`config.mk`:
```
export PLATFORM = sky130hd
export DESIGN_NAME = byte_charset_to_utf8_converter_core
export DESIGN_NICKNAME = d
export VERILOG_FILES = /design/src/sv/b2u_pkg.sv /design/src/sv/b2u_front.sv /design/src/sv/b2u_queue.sv /design/src/sv/b2u_back.sv /design/src/sv/byte_charset_to_utf8_converter_core.sv
export SDC_FILE = /design/constraint.sdc
export NUM_CORES = 2
export LEC_CHECK = 0
export BUFFER_PORTS_ARGS = -buffer_cell sky130_fd_sc_hd__buf_2
export CAP_MARGIN = 10
export CORE_MARGIN = 2
export CORE_UTILIZATION = 24
export DETAILED_ROUTE_END_ITERATION = 8
export PLACE_DENSITY = 0.45
export SYNTH_ARGS = -nofsm -noshare
export SYNTH_HDL_FRONTEND = slang
export SYNTH_HIERARCHICAL = 1
export SYNTH_SLANG_ARGS = --single-unit
```
`constraint.sdc`:
```
create_clock -name clk -period 3.71 [get_ports clk]
set_clock_uncertainty 0.1 [all_clocks]
set_input_delay 0 -clock clk [delete_from_list [all_inputs] [get_ports clk]]
set_output_delay 0 -clock clk [all_outputs]
set_load 0.05 [all_outputs]
```
`src/sv/b2u_pkg.sv`:
```
package b2u_pkg;

    localparam logic OP_DATA  = 1'b0;
    localparam logic OP_TABLE = 1'b1;

    localparam logic [7:0] CH_LF = 8'h0A;
    localparam logic [7:0] CH_CR = 8'h0D;

    localparam int TABLE_DEPTH = 128;
    localparam int TABLE_AW    = $clog2(TABLE_DEPTH);
    localparam logic [23:0] TWO_BYTE_MAX = 24'h00FFFF;

    localparam int QUEUE_DEPTH = 2;
    localparam int QUEUE_AW    = $clog2(QUEUE_DEPTH);

    typedef enum logic [1:0] {
        MODE_KEEP = 2'd0,
        MODE_LF   = 2'd1,
        MODE_CR   = 2'd2,
        MODE_CRLF = 2'd3
    } mode_t;

    // One run of output bytes for one source byte; bytes[0] goes out first.
    typedef struct packed {
        logic [1:0]      count;
        logic [2:0][7:0] bytes;
    } run_t;

endpackage

```
`src/sv/b2u_front.sv`:
```
module b2u_front
    import b2u_pkg::*;
(
    input  logic        clk,
    input  logic        rst_n,
    input  logic        cfg_write_en,
    input  logic [1:0]  line_break_mode,
    input  logic        in_valid,
    output logic        in_ready,
    input  logic        opcode,
    input  logic [7:0]  in_byte,
    input  logic [6:0]  entry_index,
    input  logic [23:0] entry_value,
    output logic        push_valid,
    input  logic        push_ready,
    output run_t        push_run
);

    logic [23:0] table_mem [TABLE_DEPTH];
    logic [23:0] rd_data_reg;

    mode_t       mode_reg;
    logic [7:0]  prev_byte_reg;
    logic [7:0]  prev_byte_next;
    logic        s1_valid_reg;
    logic        s1_valid_next;
    logic        s1_lookup_reg;
    run_t        s1_run_reg;

    logic        in_fire;
    logic        s1_done;
    logic        is_lookup;
    run_t        imm_run;
    run_t        cur_run;

    assign in_fire = in_valid && in_ready;

    // Classify the incoming source byte against the previous one.
    always_comb
    begin
        imm_run   = '0;
        is_lookup = in_byte[7];
        if (in_byte == CH_LF || in_byte == CH_CR)
        begin
            if (in_byte == CH_LF && prev_byte_reg == CH_CR)
            begin
                // An LF right after a CR is swallowed unless breaks are kept.
                if (mode_reg == MODE_KEEP)
                begin
                    imm_run.count    = 2'd1;
                    imm_run.bytes[0] = in_byte;
                end
            end
            else
            begin
                case (mode_reg)
                    MODE_KEEP:
                    begin
                        imm_run.count    = 2'd1;
                        imm_run.bytes[0] = in_byte;
                    end
                    MODE_LF:
                    begin
                        imm_run.count    = 2'd1;
                        imm_run.bytes[0] = CH_LF;
                    end
                    MODE_CR:
                    begin
                        imm_run.count    = 2'd1;
                        imm_run.bytes[0] = CH_CR;
                    end
                    default:
                    begin
                        imm_run.count    = 2'd2;
                        imm_run.bytes[0] = CH_CR;
                        imm_run.bytes[1] = CH_LF;
                    end
                endcase
            end
        end
        else
        begin
            imm_run.count    = 2'd1;
            imm_run.bytes[0] = in_byte;
        end
    end

    always_ff @(posedge clk)
    begin
        if (in_fire && opcode == OP_TABLE)
        begin
            table_mem[entry_index] <= entry_value;
        end
    end

    always_ff @(posedge clk)
    begin
        if (in_fire && opcode == OP_DATA)
        begin
            rd_data_reg   <= table_mem[in_byte[TABLE_AW-1:0]];
            s1_lookup_reg <= is_lookup;
            s1_run_reg    <= imm_run;
        end
    end

    always_comb
    begin
        cur_run = s1_run_reg;
        if (s1_lookup_reg)
        begin
            cur_run.bytes[0] = rd_data_reg[23:16];
            cur_run.bytes[1] = rd_data_reg[15:8];
            cur_run.bytes[2] = rd_data_reg[7:0];
            if (rd_data_reg > TWO_BYTE_MAX)
            begin
                cur_run.count = 2'd3;
            end
            else
            begin
                cur_run.count    = 2'd2;
                cur_run.bytes[0] = rd_data_reg[15:8];
                cur_run.bytes[1] = rd_data_reg[7:0];
            end
        end
    end

    assign push_valid = s1_valid_reg && (cur_run.count != 2'd0);
    assign push_run   = cur_run;
    assign s1_done    = s1_valid_reg && ((cur_run.count == 2'd0) || push_ready);
    assign in_ready   = !s1_valid_reg || s1_done;

    always_comb
    begin
        s1_valid_next  = s1_valid_reg && !s1_done;
        prev_byte_next = prev_byte_reg;
        if (in_fire && opcode == OP_DATA)
        begin
            s1_valid_next  = 1'b1;
            prev_byte_next = in_byte;
        end
    end

    always_ff @(posedge clk or negedge rst_n)
    begin
        if (!rst_n)
        begin
            mode_reg      <= MODE_KEEP;
            prev_byte_reg <= '0;
            s1_valid_reg  <= 1'b0;
        end
        else
        begin
            if (cfg_write_en)
            begin
                mode_reg <= mode_t'(line_break_mode);
            end
            prev_byte_reg <= prev_byte_next;
            s1_valid_reg  <= s1_valid_next;
        end
    end

endmodule

```
`src/sv/b2u_queue.sv`:
```
module b2u_queue
    import b2u_pkg::*;
(
    input  logic clk,
    input  logic rst_n,
    input  logic push_valid,
    output logic push_ready,
    input  run_t push_run,
    output logic pop_valid,
    input  logic pop_ready,
    output run_t pop_run
);

    run_t                entries [QUEUE_DEPTH];
    logic [QUEUE_AW-1:0] wr_ptr_reg;
    logic [QUEUE_AW-1:0] rd_ptr_reg;
    logic [QUEUE_AW:0]   fill_reg;
    logic [QUEUE_AW:0]   fill_next;
    logic                do_push;
    logic                do_pop;

    assign push_ready = (fill_reg != QUEUE_AW'(0) + (QUEUE_AW+1)'(QUEUE_DEPTH));
    assign pop_valid  = (fill_reg != '0);
    assign pop_run    = entries[rd_ptr_reg];
    assign do_push    = push_valid && push_ready;
    assign do_pop     = pop_valid && pop_ready;

    always_comb
    begin
        fill_next = fill_reg;
        if (do_push && !do_pop)
        begin
            fill_next = fill_reg + 1'b1;
        end
        else if (do_pop && !do_push)
        begin
            fill_next = fill_reg - 1'b1;
        end
    end

    always_ff @(posedge clk)
    begin
        if (do_push)
        begin
            entries[wr_ptr_reg] <= push_run;
        end
    end

    always_ff @(posedge clk or negedge rst_n)
    begin
        if (!rst_n)
        begin
            wr_ptr_reg <= '0;
            rd_ptr_reg <= '0;
            fill_reg   <= '0;
        end
        else
        begin
            if (do_push)
            begin
                wr_ptr_reg <= wr_ptr_reg + 1'b1;
            end
            if (do_pop)
            begin
                rd_ptr_reg <= rd_ptr_reg + 1'b1;
            end
            fill_reg <= fill_next;
        end
    end

endmodule

```
`src/sv/b2u_back.sv`:
```
module b2u_back
    import b2u_pkg::*;
(
    input  logic       clk,
    input  logic       rst_n,
    input  logic       pop_valid,
    output logic       pop_ready,
    input  run_t       pop_run,
    output logic       out_valid,
    input  logic       out_ready,
    output logic [7:0] out_byte,
    output logic       last_of_run
);

    logic       out_valid_reg;
    logic       out_valid_next;
    logic [7:0] out_byte_reg;
    logic       last_reg;
    logic [1:0] idx_reg;
    logic [1:0] idx_next;
    logic       load;
    logic       is_last;

    assign load      = pop_valid && (!out_valid_reg || out_ready);
    assign is_last   = (idx_reg == pop_run.count - 2'd1);
    assign pop_ready = load && is_last;

    always_comb
    begin
        idx_next       = idx_reg;
        out_valid_next = out_valid_reg && !out_ready;
        if (load)
        begin
            out_valid_next = 1'b1;
            idx_next       = is_last ? 2'd0 : idx_reg + 2'd1;
        end
    end

    always_ff @(posedge clk)
    begin
        if (load)
        begin
            out_byte_reg <= pop_run.bytes[idx_reg];
            last_reg     <= is_last;
        end
    end

    always_ff @(posedge clk or negedge rst_n)
    begin
        if (!rst_n)
        begin
            out_valid_reg <= 1'b0;
            idx_reg       <= 2'd0;
        end
        else
        begin
            out_valid_reg <= out_valid_next;
            idx_reg       <= idx_next;
        end
    end

    assign out_valid   = out_valid_reg;
    assign out_byte    = out_byte_reg;
    assign last_of_run = last_reg;

endmodule

```
`src/sv/byte_charset_to_utf8_converter_core.sv`:
```
// Channel  | Handshake            | Payload
// ---------+----------------------+-----------------------------------------------
// input    | in_valid / in_ready  | opcode, in_byte, entry_index, entry_value
// output   | out_valid / out_ready| out_byte, last_of_run
// config   | cfg_write_en         | line_break_mode
//
// One input beat per cycle is taken while in_ready is high; a table write does
// not enter the pipeline. Each source byte yields zero to three output beats,
// one per cycle while out_ready is high; the output register sets the rate.
// The first output beat of a byte passes the table read register, the queue
// and the output register.
// Reset clears the mode, the previous byte and all valids; table entries hold
// no value until written. A stalled output fills the two-run queue and then
// drops in_ready; the front keeps accepting while the queue has room.
module byte_charset_to_utf8_converter_core
    import b2u_pkg::*;
(
    input  logic        clk,
    input  logic        rst_n,
    input  logic        cfg_write_en,
    input  logic [1:0]  line_break_mode,
    input  logic        in_valid,
    output logic        in_ready,
    input  logic        opcode,
    input  logic [7:0]  in_byte,
    input  logic [6:0]  entry_index,
    input  logic [23:0] entry_value,
    output logic        out_valid,
    input  logic        out_ready,
    output logic [7:0]  out_byte,
    output logic        last_of_run
);

    logic push_valid;
    logic push_ready;
    run_t push_run;
    logic pop_valid;
    logic pop_ready;
    run_t pop_run;

    b2u_front u_front (
        .clk             (clk),
        .rst_n           (rst_n),
        .cfg_write_en    (cfg_write_en),
        .line_break_mode (line_break_mode),
        .in_valid        (in_valid),
        .in_ready        (in_ready),
        .opcode          (opcode),
        .in_byte         (in_byte),
        .entry_index     (entry_index),
        .entry_value     (entry_value),
        .push_valid      (push_valid),
        .push_ready      (push_ready),
        .push_run        (push_run)
    );

    b2u_queue u_queue (
        .clk        (clk),
        .rst_n      (rst_n),
        .push_valid (push_valid),
        .push_ready (push_ready),
        .push_run   (push_run),
        .pop_valid  (pop_valid),
        .pop_ready  (pop_ready),
        .pop_run    (pop_run)
    );

    b2u_back u_back (
        .clk         (clk),
        .rst_n       (rst_n),
        .pop_valid   (pop_valid),
        .pop_ready   (pop_ready),
        .pop_run     (pop_run),
        .out_valid   (out_valid),
        .out_ready   (out_ready),
        .out_byte    (out_byte),
        .last_of_run (last_of_run)
    );

endmodule

```
Word-level counts from Yosys, hierarchy flattened
Memories as Yosys holds them, arrays and structs flattened. A register that Yosys moved wholly into a read port is not among the register bits.
Cells that the tools add are included.
{ "word_totals": {"regBits": 46, "ram_bits": 3124, "inputBits": 47, "out_inout_bits": 11, "word_cells": 86, "memories": 2} }
{ "op_classes": {"n_addsub": 6, "order_cmp": 2, "n_eq_ne": 7, "muxes": 22, "n_bitwise": 2, "n_reduce_logical": 31} }
{ "mem_list": {"columns": ["memory", "depth", "width", "read_ports", "rd_ports_with_merged_regs", "wr", "line_no", "source"], "rows": [
  ["u_front.table_mem", 128, 24, 1, 1, 1, "b2u_front.sv:19", "logic [23:0] table_mem [TABLE_DEPTH];"],
  ["u_queue.entries", 2, 26, 1, 0, 1, "b2u_queue.sv:14", "run_t entries [QUEUE_DEPTH];"]
]} }
{ "ops": {"columns": ["cell", "n"], "rows": [
  ["$mux W8", 4],
  ["$mux W26", 1],
  ["$eq A8 B4 Y1 const B", 3],
  ["$gt A24 B16 Y1 const B", 1],
  ["$bmux W8 S2", 1],
  ["$mux W16", 1],
  ["$pmux W8 S2", 1],
  ["$logic_and A1 B1 Y1", 14],
  ["$mux W2", 5],
  ["$mux W1", 8],
  ["$logic_not A1 Y1", 6],
  ["$reduce_bool A2 Y1", 3],
  ["$add A2 B1 Y2 const B", 2],
  ["$logic_not A2 Y1", 2],
  ["$logic_or A1 B1 Y1", 4],
  ["$mux W4", 1],
  ["$sub A2 B1 Y2 const B", 2],
  ["$lt A2 B3 Y1 const B", 1],
  ["$reduce_or A3 Y1", 1],
  ["$add A1 B1 Y1 const B", 2],
  ["$eq A2 B1 Y1 const B", 1],
  ["$eq A2 B2 Y1", 1],
  ["$eq A2 B2 Y1 const B", 1],
  ["$ne A2 B2 Y1 const B", 1],
  ["2 further kinds", 3]
]} }

Longest topological paths before layout
{ "logic_depth": {"word_depth": 11, "mapped_depth": 12} }

Modules after synthesis
Netlist, hierarchy kept.
{ "by_module_without_submodules": {"columns": ["module", "n_inst", "cells_each", "area_per_inst_um2", "seq_area_each_um2"], "rows": [
  ["b2u_front", 1, 5585, 120201.5, 93574.7],
  ["b2u_queue", 1, 99, 2170.8, 1661.6],
  ["b2u_back", 1, 57, 649.4, 345.3]
]} }

Worst setup path after synthesis
OpenSTA, ideal clock, no wires.
{ "synth_timing": {"path_kind": "reg2reg", "startpoint": "register u_front.s1_lookup_reg", "endpoint": "memory u_front.table_mem[108][0], enable pin", "setup_time_ps": 405, "t_arrival_ps": 2974, "t_required_ps": 3205, "setup_slack_ps": 231, "stages_incl_launch_ff": 8, "n_path_buf": 1, "synth_period_minus_slack_ps": 3479, "path_cell_list": "edfxtp_1 > o31a_1 > nand2b_1 > nand3_1 > nor2_1 > nand3b_1 > clkbuf_1 > nor2_1"} }
{ "synth_via": {"elab_chain_cells": 9} }
{ "synth_rtl": {"columns": ["item", "line_no", "source"], "rows": [
  ["start: declaration", "b2u_front.sv:27", "logic s1_lookup_reg;"],
  ["start signal: assignment", "b2u_front.sv:101", "s1_lookup_reg <= is_lookup;"],
  ["$mux W26", "b2u_front.sv:109", "if (s1_lookup_reg)"],
  ["$logic_not A2 Y1", "b2u_front.sv:129", "assign s1_done = s1_valid_reg && ((cur_run.count == 2'd0) || push_ready);"],
  ["$logic_or A1 B1 Y1", "b2u_front.sv:129", null],
  ["$logic_and A1 B1 Y1", "b2u_front.sv:129", null],
  ["$logic_or A1 B1 Y1", "b2u_front.sv:130", "assign in_ready = !s1_valid_reg || s1_done;"],
  ["net in_ready", "byte_charset_to_utf8_converter_core.sv:23", "output logic in_ready,"],
  ["$logic_and A1 B1 Y1", "b2u_front.sv:36", "assign in_fire = in_valid && in_ready;"],
  ["$logic_and A1 B1 Y1", "b2u_front.sv:90", "if (in_fire && opcode == OP_TABLE)"],
  ["$mux W1", "b2u_front.sv:90", null],
  ["$mux W1 (not written as such)", "b2u_front.sv:92", "table_mem[entry_index] <= entry_value;"],
  ["end: declaration", "b2u_front.sv:19", null]
]} }
The timed path passes the listed nets, and every way through them passes these cells.

==> results.toml <==
[routing]
wl_um = 383300
via_count = 62030
dr.pass1.iters = 5
drt-initial-drc-count = 6773
wl_per_cell_um = 28.65
vias_per_cell = 4.637
drc = 0
ant_nets = 0

[place]
gp_congestion = 0.7972
place_area_um2 = 135500
io_buffers = 57
dp_hpwl_um = 228200

[clock_network]
path_clk_slew_ns = 0.06
cts_buffers = 355
cts_tree = "done"
cts-root-buf = "clkbuf_16"
cts_max_level = 5
cts_sinks = 3186
cts_buffer_depth = 4
cts_setup_buffers = 0
insertion_delay_ns = 0.95

[worst_setup_path]
critical_path_required_ns = 4.30
slowest_delay_ns = 0.60
path_depth = 13
slowest_stage = "dlygate4sd3_1"
cp-end-kind = "register"
crit_top_cell = "buf_12"
path_delay_family = "buffers and inverters"
start_kind = "input pin"
timing.critical_path.buf_inv = 7
cp.arrival_ns = 4.19
crit_type = "in2reg"
cp-endpoint = "u_front/rd_data_reg[23]"
critPathMaxFanout = 41
crit-reg2reg-launch = "u_front/s1_run_reg[24]"
r2r-end = "u_front/table_mem[0][12]"
path_cells = "dlygate4sd3_1 -> buf_12 -> buf_12 -> buf_12 -> buf_4 -> mux4_2 -> nand2_1 -> a21oi_1 -> o311ai_1 -> buf_4 -> a22oi_1 -> o221a_1 -> dlygate4sd3_1"
r2r_cells = 9
critPathLaunch = "in_byte[0]"
r2r_setup_slack_ns = 0.15

[layout]
post-route-util = 0.2889
nFillCells = 49640
postLayoutCellArea_um2 = 147300
seqCellArea_um2 = 95580
largest_reg_flops = 3072
drive_above_1_share = 0.2688
nNetsFinal = 6404
areaGrowthSynthToFinish_pct = 19.70
multi_input_area_um2 = 25870

[timing]
finalCritPeriodShare = 0.9689
slew_violations = 0
final_hold_viol_count = 0
setup_viol = 0
clock.fmax_mhz = 278.2
relSlewSlack = 0.1644
rsz0062_at_grt = "false"
tightest_slew_ns = 1.253
final.min_clock_period_ns = 3.595

[yosys]
synth_edf_count = 3168
syn_area_um2 = 123000
synth_nets = 5789
async_flop_share = 0.005650
synth_cell_types = 68
synthFlopType = "edfxtp_1"
ys_warn_count = 6
synth_seq_cells = 3186
seq_area_frac_synth = 0.7769
syn_inst = 5741
syn_area_per_cell_um2 = 21.43

[power]
ir_drop_mv = 0.4158
p_per_area_nw_per_um2 = 539.2
leakagePower_nw = 46.30

[worst_hold_path]
timing.hold.worst.class = "in2reg"

[die]
start_util = 0.2413
placementRows = 262
core_um2 = 509800
dieHeight_um = 720.0
die_area_um2 = 518300
fp.dieW_um = 720.0
ios = 58

[global_route]
grt_max_degree = 98
grt_pass1_wl_um = 525700
grt_overflow = 0
globalRouteTotalUtil = 0.1435
grt_pass1_vias = 62840
antenna_found_initial = 48

[flow_run]
drv_cap = 0

[status]
outcome = "complete, no violations"
## synth_stat cells (10+ instances only)
master	n	area share
edfxtp_1	3168	0.77
mux4_2	611	0.11
mux2i_1	507	0.041
nor2_1	181	0.0055
a21oi_1	160	0.0065
clkbuf_1	129	0.0039
nand2_1	120	0.0037
o221ai_1	93	0.0066
o21ai_0	89	0.0036
o22ai_1	71	0.0036
buf_2	60	0.0024
buf_6	55	0.0050
nand3_1	54	0.0022
a22oi_1	49	0.0030
buf_4	45	0.0027
a211oi_1	35	0.0021
and2_1	32	0.0016
buf_1	30	0.00092
mux2_2	21	0.0019
mux2_4	19	0.0023
dfrtp_1	18	0.0037
nand2b_1	18	0.00092
a31oi_1	17	0.00086
a32oi_1	17	0.0012
inv_1	16	0.00049
o211ai_1	15	0.00092
nor2b_1	11	0.00056
nand4_1	10	0.00051
## metrics by stage
stage,power [mW],setup slack (ns),setup TNS (ns),cells,hold slack [ns]
after floorplan,43.58,0.2315,0,5741,-0.3956
after global placement,46.18,-0.09470,-0.1640,12670,-0.1316
after detailed placement,46.25,-0.1105,-0.1837,12670,-0.1236
after CTS,80.32,0.03996,0,13360,0.01558
after global routing,81.92,0.04771,0,13360,0.05498
final,79.41,0.1153,0,13380,0.06505
## kinds of logic (layout without fill, tap and decap cells)
family	count (synthesis)	in the layout	share of synthesized area
other cells	0	16	0
mux	1159	1159	0.1576
flops	3186	3186	0.7769
fa+ha+maj	2	2	0.0001831
xor+xnor	6	6	0.0004883
simple gates	448	448	0.01623
compound gates	597	597	0.03204
buf+inv	343	1232	0.01655
## layout by cell type (no fill, tap or decap), types with 14 or more instances in the layout
master,count
nor2_1,50
diode_2,16
nand2_1,118
edfxtp_1,3168
mux2_4,19
o211ai_1,15
buf_4,359
nand2b_1,18
clkinv_1,75
a32oi_1,16
clkbuf_1,102
mux4_2,611
nor2_4,16
mux2_2,21
o221ai_1,93
nand3_1,51
clkinv_2,45
a22oi_1,49
bufinv_16,22
clkbuf_16,355
dfrtp_1,18
and2_1,32
o21ai_0,86
a211oi_1,34
inv_1,14
a31oi_1,17
o22ai_1,71
buf_12,130
clkinv_16,16
a21oi_1,160
buf_2,28
nor2_2,115
dlygate4sd3_1,57
mux2i_1,507
## power breakdown
| group | internal (mW) | switching, mW | total, mW | leakage [nW] |
|---|---|---|---|---|
| Sequential | 40.0 | 0.176 | 40.1 | 28.7 |
| Combinational | 1.83 | 3.50 | 5.33 | 12.2 |
| Clock | 19.3 | 14.6 | 33.9 | 5.38 |
## layer usage
layer / wire, um / GRT usage / up-vias
li1: - / - / 25350
met4: 7350 / 0.03016 / 16
met5: 104 / 0 / -
met2: 180000 / 0.2313 / 2027
met3: 24610 / 0.02460 / 392
met1: 171200 / 0.2032 / 34250
## area by class of cell
| cell class | count | share of cell area |
|---|---|---|
| tap | 6732 | 0.05720 |
| inverter | 17 | 0.0004673 |
| sequential | 3186 | 0.6491 |
| antenna | 16 | 0.0002719 |
| multi-input combinational | 2212 | 0.1757 |
| clock inverter | 173 | 0.01265 |
| timing repair buffer | 584 | 0.04163 |
| clock buffer | 458 | 0.06302 |
## how the worst min path moves through the flow
stage | from | end | cells past startpoint
floorplan | rst_n | u_back/idx_reg[0] | 0
global placement | rst_n | u_back/out_valid | 1
detailed placement | rst_n | u_back/out_valid | 1
CTS | in_byte[4] | u_front/s1_run_reg[4] | 3
global route | in_byte[4] | u_front/s1_run_reg[4] | 3
finish | entry_value[19] | u_front/table_mem[84][19] | 2
## what timing repair did
| item | CTS | global route |
|---|---|---|
| hold endpoints to repair | 4290 | 0 |
| endpoints found under the setup margin | 0 | 1 |
| gates resized for setup | 0 | 2 |
| hold buffers | 58 | 0 |
Note: power is estimated with default switching activity, not from simulation.
